## src/rtl/bbc_pkg.sv

```systemverilog
// bbc_pkg: shared types, codes and sizes for the bracket balance checker
// no dependencies; used by every module under rtl but bbc_ram
`timescale 1ns / 1ps

package bbc_pkg;

  localparam int STACK_DEPTH = 64;
  localparam int DEPTH_W     = $clog2(STACK_DEPTH + 1);
  localparam int ADDR_W      = $clog2(STACK_DEPTH);
  localparam int KIND_W      = 2;
  localparam int STATUS_W    = 3;

  // bracket kinds held on the stack
  localparam logic [KIND_W-1:0] KIND_ROUND  = 2'd0;
  localparam logic [KIND_W-1:0] KIND_SQUARE = 2'd1;
  localparam logic [KIND_W-1:0] KIND_CURLY  = 2'd2;

  // verdict codes
  localparam logic [STATUS_W-1:0] ST_OK          = 3'd0;
  localparam logic [STATUS_W-1:0] ST_MISMATCH    = 3'd1;
  localparam logic [STATUS_W-1:0] ST_EMPTY_CLOSE = 3'd2;
  localparam logic [STATUS_W-1:0] ST_UNCLOSED    = 3'd3;
  localparam logic [STATUS_W-1:0] ST_INVALID     = 3'd4;
  localparam logic [STATUS_W-1:0] ST_OVERFLOW    = 3'd5;

  // character codes
  localparam logic [7:0] CH_ROUND_OPEN   = 8'h28;
  localparam logic [7:0] CH_ROUND_CLOSE  = 8'h29;
  localparam logic [7:0] CH_SQUARE_OPEN  = 8'h5B;
  localparam logic [7:0] CH_SQUARE_CLOSE = 8'h5D;
  localparam logic [7:0] CH_CURLY_OPEN   = 8'h7B;
  localparam logic [7:0] CH_CURLY_CLOSE  = 8'h7D;

  typedef enum logic [1:0] {
    CLS_INVALID,
    CLS_OPEN,
    CLS_CLOSE
  } cls_t;

  typedef struct packed {
    cls_t              cls;
    logic [KIND_W-1:0] kind;
    logic              last;
  } op_t;

endpackage

```

## src/rtl/bbc_ram.sv

```systemverilog
// bbc_ram: generic single-write, single-read ram with registered read data
// no dependencies
`timescale 1ns / 1ps

module bbc_ram #(
  parameter int WIDTH = 2,
  parameter int DEPTH = 64
) (
  input  logic                     clk,
  input  logic                     we,
  input  logic [$clog2(DEPTH)-1:0] waddr,
  input  logic [WIDTH-1:0]         wdata,
  input  logic [$clog2(DEPTH)-1:0] raddr,
  output logic [WIDTH-1:0]         rdata
);

  logic [WIDTH-1:0] mem [DEPTH];

  // read returns the old contents on a same-address write
  always_ff @(posedge clk) begin
    if (we) begin
      mem[waddr] <= wdata;
    end
    rdata <= mem[raddr];
  end

endmodule

```

## src/rtl/bbc_back.sv

```systemverilog
// bbc_back: stack engine with top-of-stack register, stack ram and verdict register
// depends on bbc_pkg and bbc_ram
`timescale 1ns / 1ps

module bbc_back (
  input  logic         clk,
  input  logic         rst,
  input  logic         in_valid,
  input  bbc_pkg::op_t in_op,
  output logic         in_take,
  output logic         m_tvalid,
  input  logic         m_tready,
  output logic [7:0]   m_tdata
);

  logic [bbc_pkg::DEPTH_W-1:0]  depth;
  logic [bbc_pkg::DEPTH_W-1:0]  depth_next;
  logic [bbc_pkg::DEPTH_W-1:0]  depth_op;
  logic [bbc_pkg::KIND_W-1:0]   top;
  logic [bbc_pkg::KIND_W-1:0]   top_next;
  logic [bbc_pkg::STATUS_W-1:0] err;
  logic [bbc_pkg::STATUS_W-1:0] err_op;
  logic [bbc_pkg::STATUS_W-1:0] err_next;
  logic [bbc_pkg::STATUS_W-1:0] verdict;
  logic [bbc_pkg::STATUS_W-1:0] status;
  logic                         balanced;
  logic                         fwd_hit;
  logic [bbc_pkg::KIND_W-1:0]   fwd_data;
  logic [bbc_pkg::KIND_W-1:0]   ram_rdata;
  logic [bbc_pkg::KIND_W-1:0]   below;
  logic                         we;
  logic [bbc_pkg::ADDR_W-1:0]   waddr;
  logic [bbc_pkg::ADDR_W-1:0]   raddr;
  logic                         out_free;
  logic                         done;

  // ram holds every entry under the top; the one just below the top is
  // read ahead each cycle, with a bypass for the entry written last cycle
  bbc_ram #(
    .WIDTH (bbc_pkg::KIND_W),
    .DEPTH (bbc_pkg::STACK_DEPTH)
  ) u_stack (
    .clk   (clk),
    .we    (we),
    .waddr (waddr),
    .wdata (top),
    .raddr (raddr),
    .rdata (ram_rdata)
  );

  assign below    = fwd_hit ? fwd_data : ram_rdata;
  assign out_free = !m_tvalid || m_tready;
  assign in_take  = in_valid && (!in_op.last || out_free);
  assign done     = in_take && in_op.last;
  assign waddr    = bbc_pkg::ADDR_W'(depth - bbc_pkg::DEPTH_W'(1));

  always_comb begin
    depth_op = depth;
    top_next = top;
    err_op   = err;
    we       = 1'b0;
    if (in_take && err == bbc_pkg::ST_OK) begin
      unique case (in_op.cls)
        bbc_pkg::CLS_OPEN: begin
          if (depth == bbc_pkg::DEPTH_W'(bbc_pkg::STACK_DEPTH)) begin
            err_op = bbc_pkg::ST_OVERFLOW;
          end else begin
            we       = (depth != '0);
            top_next = in_op.kind;
            depth_op = depth + bbc_pkg::DEPTH_W'(1);
          end
        end
        bbc_pkg::CLS_CLOSE: begin
          if (depth == '0) begin
            err_op = bbc_pkg::ST_EMPTY_CLOSE;
          end else if (top != in_op.kind) begin
            err_op = bbc_pkg::ST_MISMATCH;
          end else begin
            top_next = below;
            depth_op = depth - bbc_pkg::DEPTH_W'(1);
          end
        end
        default: begin
          err_op = bbc_pkg::ST_INVALID;
        end
      endcase
    end

    priority if (err_op != bbc_pkg::ST_OK) begin
      verdict = err_op;
    end else if (depth_op != '0) begin
      verdict = bbc_pkg::ST_UNCLOSED;
    end else begin
      verdict = bbc_pkg::ST_OK;
    end

    depth_next = done ? '0 : depth_op;
    err_next   = done ? bbc_pkg::ST_OK : err_op;
    raddr      = bbc_pkg::ADDR_W'(depth_next - bbc_pkg::DEPTH_W'(2));
  end

  always_ff @(posedge clk) begin
    if (rst) begin
      depth    <= '0;
      err      <= bbc_pkg::ST_OK;
      m_tvalid <= 1'b0;
      fwd_hit  <= 1'b0;
    end else begin
      depth   <= depth_next;
      err     <= err_next;
      fwd_hit <= we && (waddr == raddr);
      if (done) begin
        m_tvalid <= 1'b1;
      end else if (m_tready) begin
        m_tvalid <= 1'b0;
      end
    end
  end

  always_ff @(posedge clk) begin
    top      <= top_next;
    fwd_data <= top;
    if (done) begin
      status   <= verdict;
      balanced <= (verdict == bbc_pkg::ST_OK);
    end
  end

  assign m_tdata = {4'b0000, status, balanced};

  a_depth_bound: assert property (@(posedge clk) disable iff (rst)
    depth <= bbc_pkg::DEPTH_W'(bbc_pkg::STACK_DEPTH))
    else $error("stack depth beyond capacity");
  a_clear_after_verdict: assert property (@(posedge clk) disable iff (rst)
    done |=> (depth == '0 && err == bbc_pkg::ST_OK))
    else $error("state not cleared after verdict");
  a_error_sticky: assert property (@(posedge clk) disable iff (rst)
    (err != bbc_pkg::ST_OK && !done) |=> (err == $past(err)))
    else $error("latched error changed within a string");
  a_verdict_flag: assert property (@(posedge clk) disable iff (rst)
    m_tvalid |-> (balanced == (status == bbc_pkg::ST_OK)))
    else $error("balanced flag disagrees with status");

endmodule

```

## config.mk

```make
export PLATFORM = sky130hd
export DESIGN_NAME = bbc_back
export DESIGN_NICKNAME = d
export VERILOG_FILES = /design/src/rtl/bbc_pkg.sv /design/src/rtl/bbc_ram.sv /design/src/rtl/bbc_back.sv
export SDC_FILE = /design/constraint.sdc
export NUM_CORES = 1
export LEC_CHECK = 0
export BUFFER_PORTS_ARGS = -buffer_cell sky130_fd_sc_hd__buf_4
export CAP_MARGIN = 20
export CORE_UTILIZATION = 45
export DETAILED_ROUTE_END_ITERATION = 10
export GPL_TIMING_DRIVEN = 0
export PLACE_DENSITY = 0.66
export RECOVER_POWER = 100
export REMOVE_ABC_BUFFERS = 1
export SLEW_MARGIN = 30
export SYNTH_ARGS = -nofsm -noshare
export SYNTH_HDL_FRONTEND = slang
export SYNTH_SLANG_ARGS = --single-unit
```

## constraint.sdc

```tcl
create_clock -name clk -period 11 [get_ports clk]
set_clock_uncertainty 0.05 [all_clocks]
set_input_delay 2.2 -clock clk [delete_from_list [all_inputs] [get_ports clk]]
set_output_delay 2.2 -clock clk [all_outputs]
set_load 0.05 [all_outputs]
```

Yosys cells after proc, flatten, opt, wreduce, memory -nomap -nowiden
Memory sizes are Yosys's and may differ from the RTL's. A register that Yosys moved wholly into a read port is not among the register bits.
Cells that the tools add are included.
{"block": "totals", "register_bits": 20, "ram_bits": 128, "inputBits": 9, "output_inout_bits": 10, "word_cells": 63, "memories": 1}
{"block": "op_classes", "add_sub_neg": 3, "eq_ne": 8, "n_mux": 25, "reduce_logical": 18}
{"memory": "u_stack.mem", "depth": 64, "width": 2, "read_ports": 1, "rd_clocked_by_memory_dff": 1, "write_ports": 1, "line": "bbc_ram.sv:17", "text": "logic [WIDTH-1:0] mem [DEPTH];"}
{"operator": "7-bit 2-to-1 mux", "count": 5}
{"operator": "3-bit 2-to-1 mux", "count": 5}
{"operator": "7-bit one-hot mux with 2 select lines", "count": 1}
{"operator": "7-bit nonzero test", "count": 2}
{"operator": "2-bit 2-to-1 mux", "count": 5}
{"operator": "7-bit by 1-bit adder with 7-bit output (second input constant)", "count": 1}
{"operator": "7-bit == test (second input constant)", "count": 1}
{"operator": "7-bit zero test", "count": 1}
{"operator": "1-bit 2-to-1 mux", "count": 7}
{"operator": "7-bit by 1-bit subtractor with 7-bit output (second input constant)", "count": 1}
{"operator": "6-bit == test", "count": 1}
{"operator": "3-bit zero test", "count": 2}
{"operator": "2-bit inequality test (second input constant)", "count": 3}
{"operator": "3-bit one-hot mux with 2 select lines", "count": 1}
{"operator": "6-bit by 2-bit subtractor with 6-bit output (second input constant)", "count": 1}
{"operator": "5-bit AND reduction", "count": 1}
{"operator": "1-bit logical AND", "count": 4}
{"operator": "2-bit one-hot mux with 2 select lines", "count": 1}
{"operator": "2-bit nonzero test", "count": 2}
{"operator": "3-bit nonzero test", "count": 1}
{"operator": "2-bit by 1-bit == test with 1-bit output (second input constant)", "count": 1}
{"operator": "2-bit == test (second input constant)", "count": 1}
{"operator": "1-bit zero test", "count": 2}
{"operator": "1-bit logical OR", "count": 2}
{"operator": "other kinds (2)", "count": 2}

Logic depth before layout (Yosys ltp)
{"block": "depth", "ltp_word": 10, "ltp_mapped": 21, "ltp_nobuf": 16}

By module
A second synthesis with hierarchy kept.
{"block": "hier_totals", "cells_unflattened": 510, "hier_area_um2": 6905.4}
{"mod": "bbc_ram", "n_inst": 1, "cells_per_inst": 324, "area_each_um2": 5397.7, "seq_area_each_um2": 3883.7}
{"mod": "bbc_back", "n_inst": 1, "cells_per_inst": 186, "area_each_um2": 1507.7, "seq_area_each_um2": 460.4}

Worst setup path before layout
OpenSTA, ideal clock, no wires.
{"block": "synth_path", "path_kind": "input to register", "from": "input port in_valid", "to": "register u_stack.rdata[0], read port of u_stack.mem", "setup_time_ps": 121, "t_arrival_ps": 5654, "required_time_ps": 10829, "setup_slack_ps": 5175, "stages": 15, "n_path_buf": 5, "cell_sequence": "or4b_1 or3_1 buf_4 buf_2 a211oi_1 a22oi_1 or2_2 ha_1 clkbuf_1 clkbuf_1 clkbuf_1 a31oi_1 a32oi_1 mux2i_1 mux2_2"}
{"block": "synth_between", "elab_chain_cells": 5, "word_cells_on_any_way": 6}
{"item": "from (decl)", "line": "bbc_back.sv:8", "text": "input logic in_valid,"}
{"item": "1-bit logical AND (*)", "line": "bbc_back.sv:53", "text": "assign in_take = in_valid && (!in_op.last || out_free);"}
{"item": "1-bit logical AND", "line": "bbc_back.sv:62", "text": "if (in_take && err == bbc_pkg::ST_OK) begin"}
{"item": "7-bit 2-to-1 mux", "line": "bbc_back.sv:62"}
{"item": "7-bit 2-to-1 mux (*)", "line": "bbc_back.sv:97", "text": "depth_next = done ? '0 : depth_op;"}
{"item": "6-bit by 2-bit subtractor with 6-bit output (*)", "line": "bbc_back.sv:99", "text": "raddr = bbc_pkg::ADDR_W'(depth_next - bbc_pkg::DEPTH_W'(2));"}
{"item": "to (decl)", "line": "bbc_ram.sv:14", "text": "output logic [WIDTH-1:0] rdata"}
Mark *: on every way between the ends. The rest lies on a longest branch, timed or not.
A chain may end at the register's enable or synchronous reset.

Final worst setup path
{"block": "layout_path", "from": "input port in_op[3] in the netlist's numbering", "to": "register u_stack.rdata[0], read port of u_stack.mem"}
{"block": "layout_between", "elab_chain_cells": 5, "word_cells_on_any_way": 6}
{"item": "from (decl)", "line": "bbc_back.sv:9", "text": "input bbc_pkg::op_t in_op,"}
{"item": "2-bit == test / 2-bit by 1-bit == test with 1-bit output (equally long branches)", "line": "bbc_back.sv:63", "text": "unique case (in_op.cls)"}
{"item": "7-bit one-hot mux with 2 select lines (*)", "line": "bbc_back.sv:63"}
{"item": "7-bit 2-to-1 mux (*)", "line": "bbc_back.sv:62"}
{"item": "7-bit 2-to-1 mux (*)", "line": "bbc_back.sv:97"}
{"item": "6-bit by 2-bit subtractor with 6-bit output (*)", "line": "bbc_back.sv:99"}
Marks and branches as above.

==> results by group <==
Clock network
  • Post-CTS Setup Bufs: 0
  • CTS root buffer: clkbuf_16
  • CTS Hold Bufs: 0
  • Reg clk slew, reported paths: 0.06 ns
  • Clock Sinks: 150
  • Worst skew pair latency: 0.43 ns
  • CTS tree: built
  • H-tree levels: 4
  • Deepest clock path buffer count: 2
  • TritonCTS buffer count: 17
  • Cts repair resizes: 0

Setup path
  • Slowest library cell on the worst path: a21oi_1
  • Max stage delay on crit path: 1.40 ns
  • Crit Path Category: in2reg
  • CP Capture Type: flip-flop
  • Worst EP required: 11.26 ns
  • Worst Setup SP: in_op[3]
  • Max FO, Critical Path: 17
  • Crit Reg-Reg Startpoint: depth[0]
  • CP Data Arrival Time: 9.03 ns
  • Worst setup SP type: primary input
  • Cells along the critical path: clkbuf_1 -> inv_1 -> ha_1 -> or3_1 -> o31ai_1 -> a21oi_1 -> inv_1 -> ha_2 -> nand2_1 -> a21bo_2 -> nor3_1 -> buf_8 -> nor2_1 -> a22o_1 -> nor2_1 -> mux2i_1 -> mux2_2

Timing
  • WHS: 0.459 ns
  • Final hold violation count: 0
  • Finish-stage setup viols: 0
  • Setup TNS: 0 ns
  • Max Fclk: 114 MHz
  • Tmin final: 8.77 ns
  • RSZ-0062 raised after global routing: false
  • Slew Limit Headroom: -18.9%
  • Final Max Slew Viols: 31
  • Period Utilization, post-route: 79.8%
  • Worst Max-Slew Pin Slew: 1.78 ns

Power
  • Seq pwr share: 48.3%
  • Sw frac: 23.7%
  • Comb pwr share: 6.6%
  • Net switching power: 0.306 mW
  • Static leakage: 2.65 nW
  • Power Density: 156 nW/um^2
  • Peak VDD IR: 0.121 mV
  • Clock Power Share: 45.2%
  • Int Pwr: 0.986 mW

Die
  • Die height: 131 um
  • Row count: 46
  • I/O pin cnt: 19
  • Die area: 17200 um^2
  • Chip Width: 131 um
  • Core Box Area: 16100 um^2
  • Starting Density: 46.6%

Global route
  • Initial antenna violation count: 0
  • Vias in the first global route: 5355
  • Largest net degree at the start of global routing: 38
  • First-pass GRT wire length: 30.2 mm
  • Global-route usage over all layers: 24.2%
  • Overflow after GRT: 0

Cells and area
  • Area of the multi-input gates: 2890 um^2
  • # fillers: 1431
  • Register area: 4350 um^2
  • P&R area growth vs syn: 10.9%
  • Nets: 657
  • Most frequent cells in the layout: 134 x edfxtp_1, 100 x nor2_1, 42 x nand2_1, 27 x nor3_1, 25 x nand3_1
  • Commonest non-fill, non-tap cell in the layout: edfxtp_1
  • N_diodes: 0
  • Share of cells above drive strength 1: 12.2%
  • Post-Layout Inst Area: 8300 um^2

Yosys
  • Synth warn: 0
  • Sequential area share after synthesis: 58.0%
  • Top post-synthesis cells by area: edfxtp_1 54%, nor2_1 5.0%, dfxtp_1 4.3%
  • #FFs+latches synth: 150
  • Post-Syn Instances: 637
  • Synth unique cells: 81
  • Dominant cell type by area after synthesis: edfxtp_1
  • Async set or reset register ratio after synthesis: 0%
  • Post-synth top flop: edfxtp_1
  • Post-synth EDFFs: 134
  • Synth top area share: 53.7%
  • Area of the mapped netlist: 7490 um^2
  • Syn avg cell area: 11.8 um^2

Min path
  • HP Start: m_tvalid
  • Worst hold-check path type: reg2reg

Outcome
  • Outcome: finished with violations
  • Failing checks: capacitance limit, slew limit

Drt
  • Number of DRC markers in iteration 0: 686
  • Post-route ant nets: 0
  • Drt wl/cell: 22.0 um
  • Vias per inst: 6.21
  • DR vias: 5414
  • Drt pass-1 iters: 7
  • Post-Route WL: 19.2 mm
  • Number of remaining DRC errors: 0

Placed design
  • DP Area: 7840 um^2
  • Placer Congestion: 0.912
  • Detailed Place HPWL: 12.6 mm
  • Port buffer count: 14

Job
  • Max-cap violations: 2
==> cell type report <==
cell class / instances / share of cell area (%)
Sequential cell: 150 / 52.3
Multi-Input combinational cell: 435 / 34.8
Clock buffer: 17 / 5.12
Tap cell: 216 / 3.26
Clock inverter: 15 / 2.02
Timing Repair Buffer: 25 / 1.87
Inverter: 14 / 0.633
==> Yosys cell counts, types with 6 or more instances <==
cell and n:
or3_1 12, o21ai_0 16, o211ai_1 8, dfxtp_1 16
a21oi_1 18, o22ai_1 7, nand3b_1 6, inv_1 11
buf_4 6, a22oi_1 7, nand3_1 25, buf_2 8
edfxtp_1 134, nand2_1 42, xnor2_1 11, mux2i_1 12
xor2_1 7, clkbuf_1 21, nor3_1 27, mux4_2 14
nor2_1 100
==> sequential cells by signal (all words and copies together) (netlist names) <==
name           cells
u_stack.rdata      2
status             3
err                3
m_tvalid           1
depth              7
balanced           1
top                2
u_stack.mem      128
fwd_data           2
fwd_hit            1
==> power groups by stage <==
stage | Combinational (mW) | Clock (mW) | Sequential [mW]
finish | 0.0847 | 0.584 | 0.624
CTS | 0.0885 | 0.590 | 0.623
global route | 0.0915 | 0.610 | 0.624
global placement | 0.0753 | 0 | 0.642
detailed placement | 0.0881 | 0 | 0.636
floorplan | 0.0497 | 0 | 0.643
==> per-stage QoR <==
step                      util (%)  power [mW]  std cells  setup slack [ns]
after floorplan                  -       0.692        599              4.29
after global placement        47.7       0.718        829              2.08
after detailed placement      48.8       0.724        840              3.83
after CTS                     52.5        1.30        872              4.26
after global routing          51.7        1.33        872              2.14
final                         51.7        1.29        872              2.23
==> worst max-delay path, delay by kind of cell <==
family	cells	cell delay [ns]
adder cells (fa/ha/maj)	2	0.78
AO/OA/AOI/OAI	4	2.17
AND/OR/NAND/NOR	5	2.36
multiplexers	2	0.40
buffers and inverters	4	1.10
==> layer usage <==
metal / vias up / global-route usage, % / part of all wire, %
li1: 2432 / - / -
met1: 2690 / 31.0 / 42
met2: 246 / 39.9 / 49
met3: 46 / 5.21 / 7.0
met4: 0 / 10.0 / 2.9
met5: - / 0 / 0
==> path summary, 6_finish.rpt <==
| check | cells past startpoint | slack, ns | end |
|---|---|---|---|
| min reg2reg | 2 | 0.46 | m_tvalid |
| max | 17 | 2.23 | u_stack.rdata[0] |
| min | 2 | 0.46 | m_tvalid |
| max reg2reg | 18 | 2.74 | u_stack.rdata[0] |
==> logic make-up after synthesis <==
| group | count (synthesis) | synth area share, % |
|---|---|---|
| buffers and inverters | 55 | 3.49 |
| AND/OR/NAND/NOR | 251 | 16.3 |
| other | 1 | 0.0501 |
| flip-flops | 150 | 58.0 |
| multiplexers | 32 | 6.72 |
| AO/OA/AOI/OAI | 125 | 12.5 |
| adder cells (fa/ha/maj) | 5 | 0.835 |
| XOR/XNOR | 18 | 2.11 |
(Power assumes the default switching activity.)
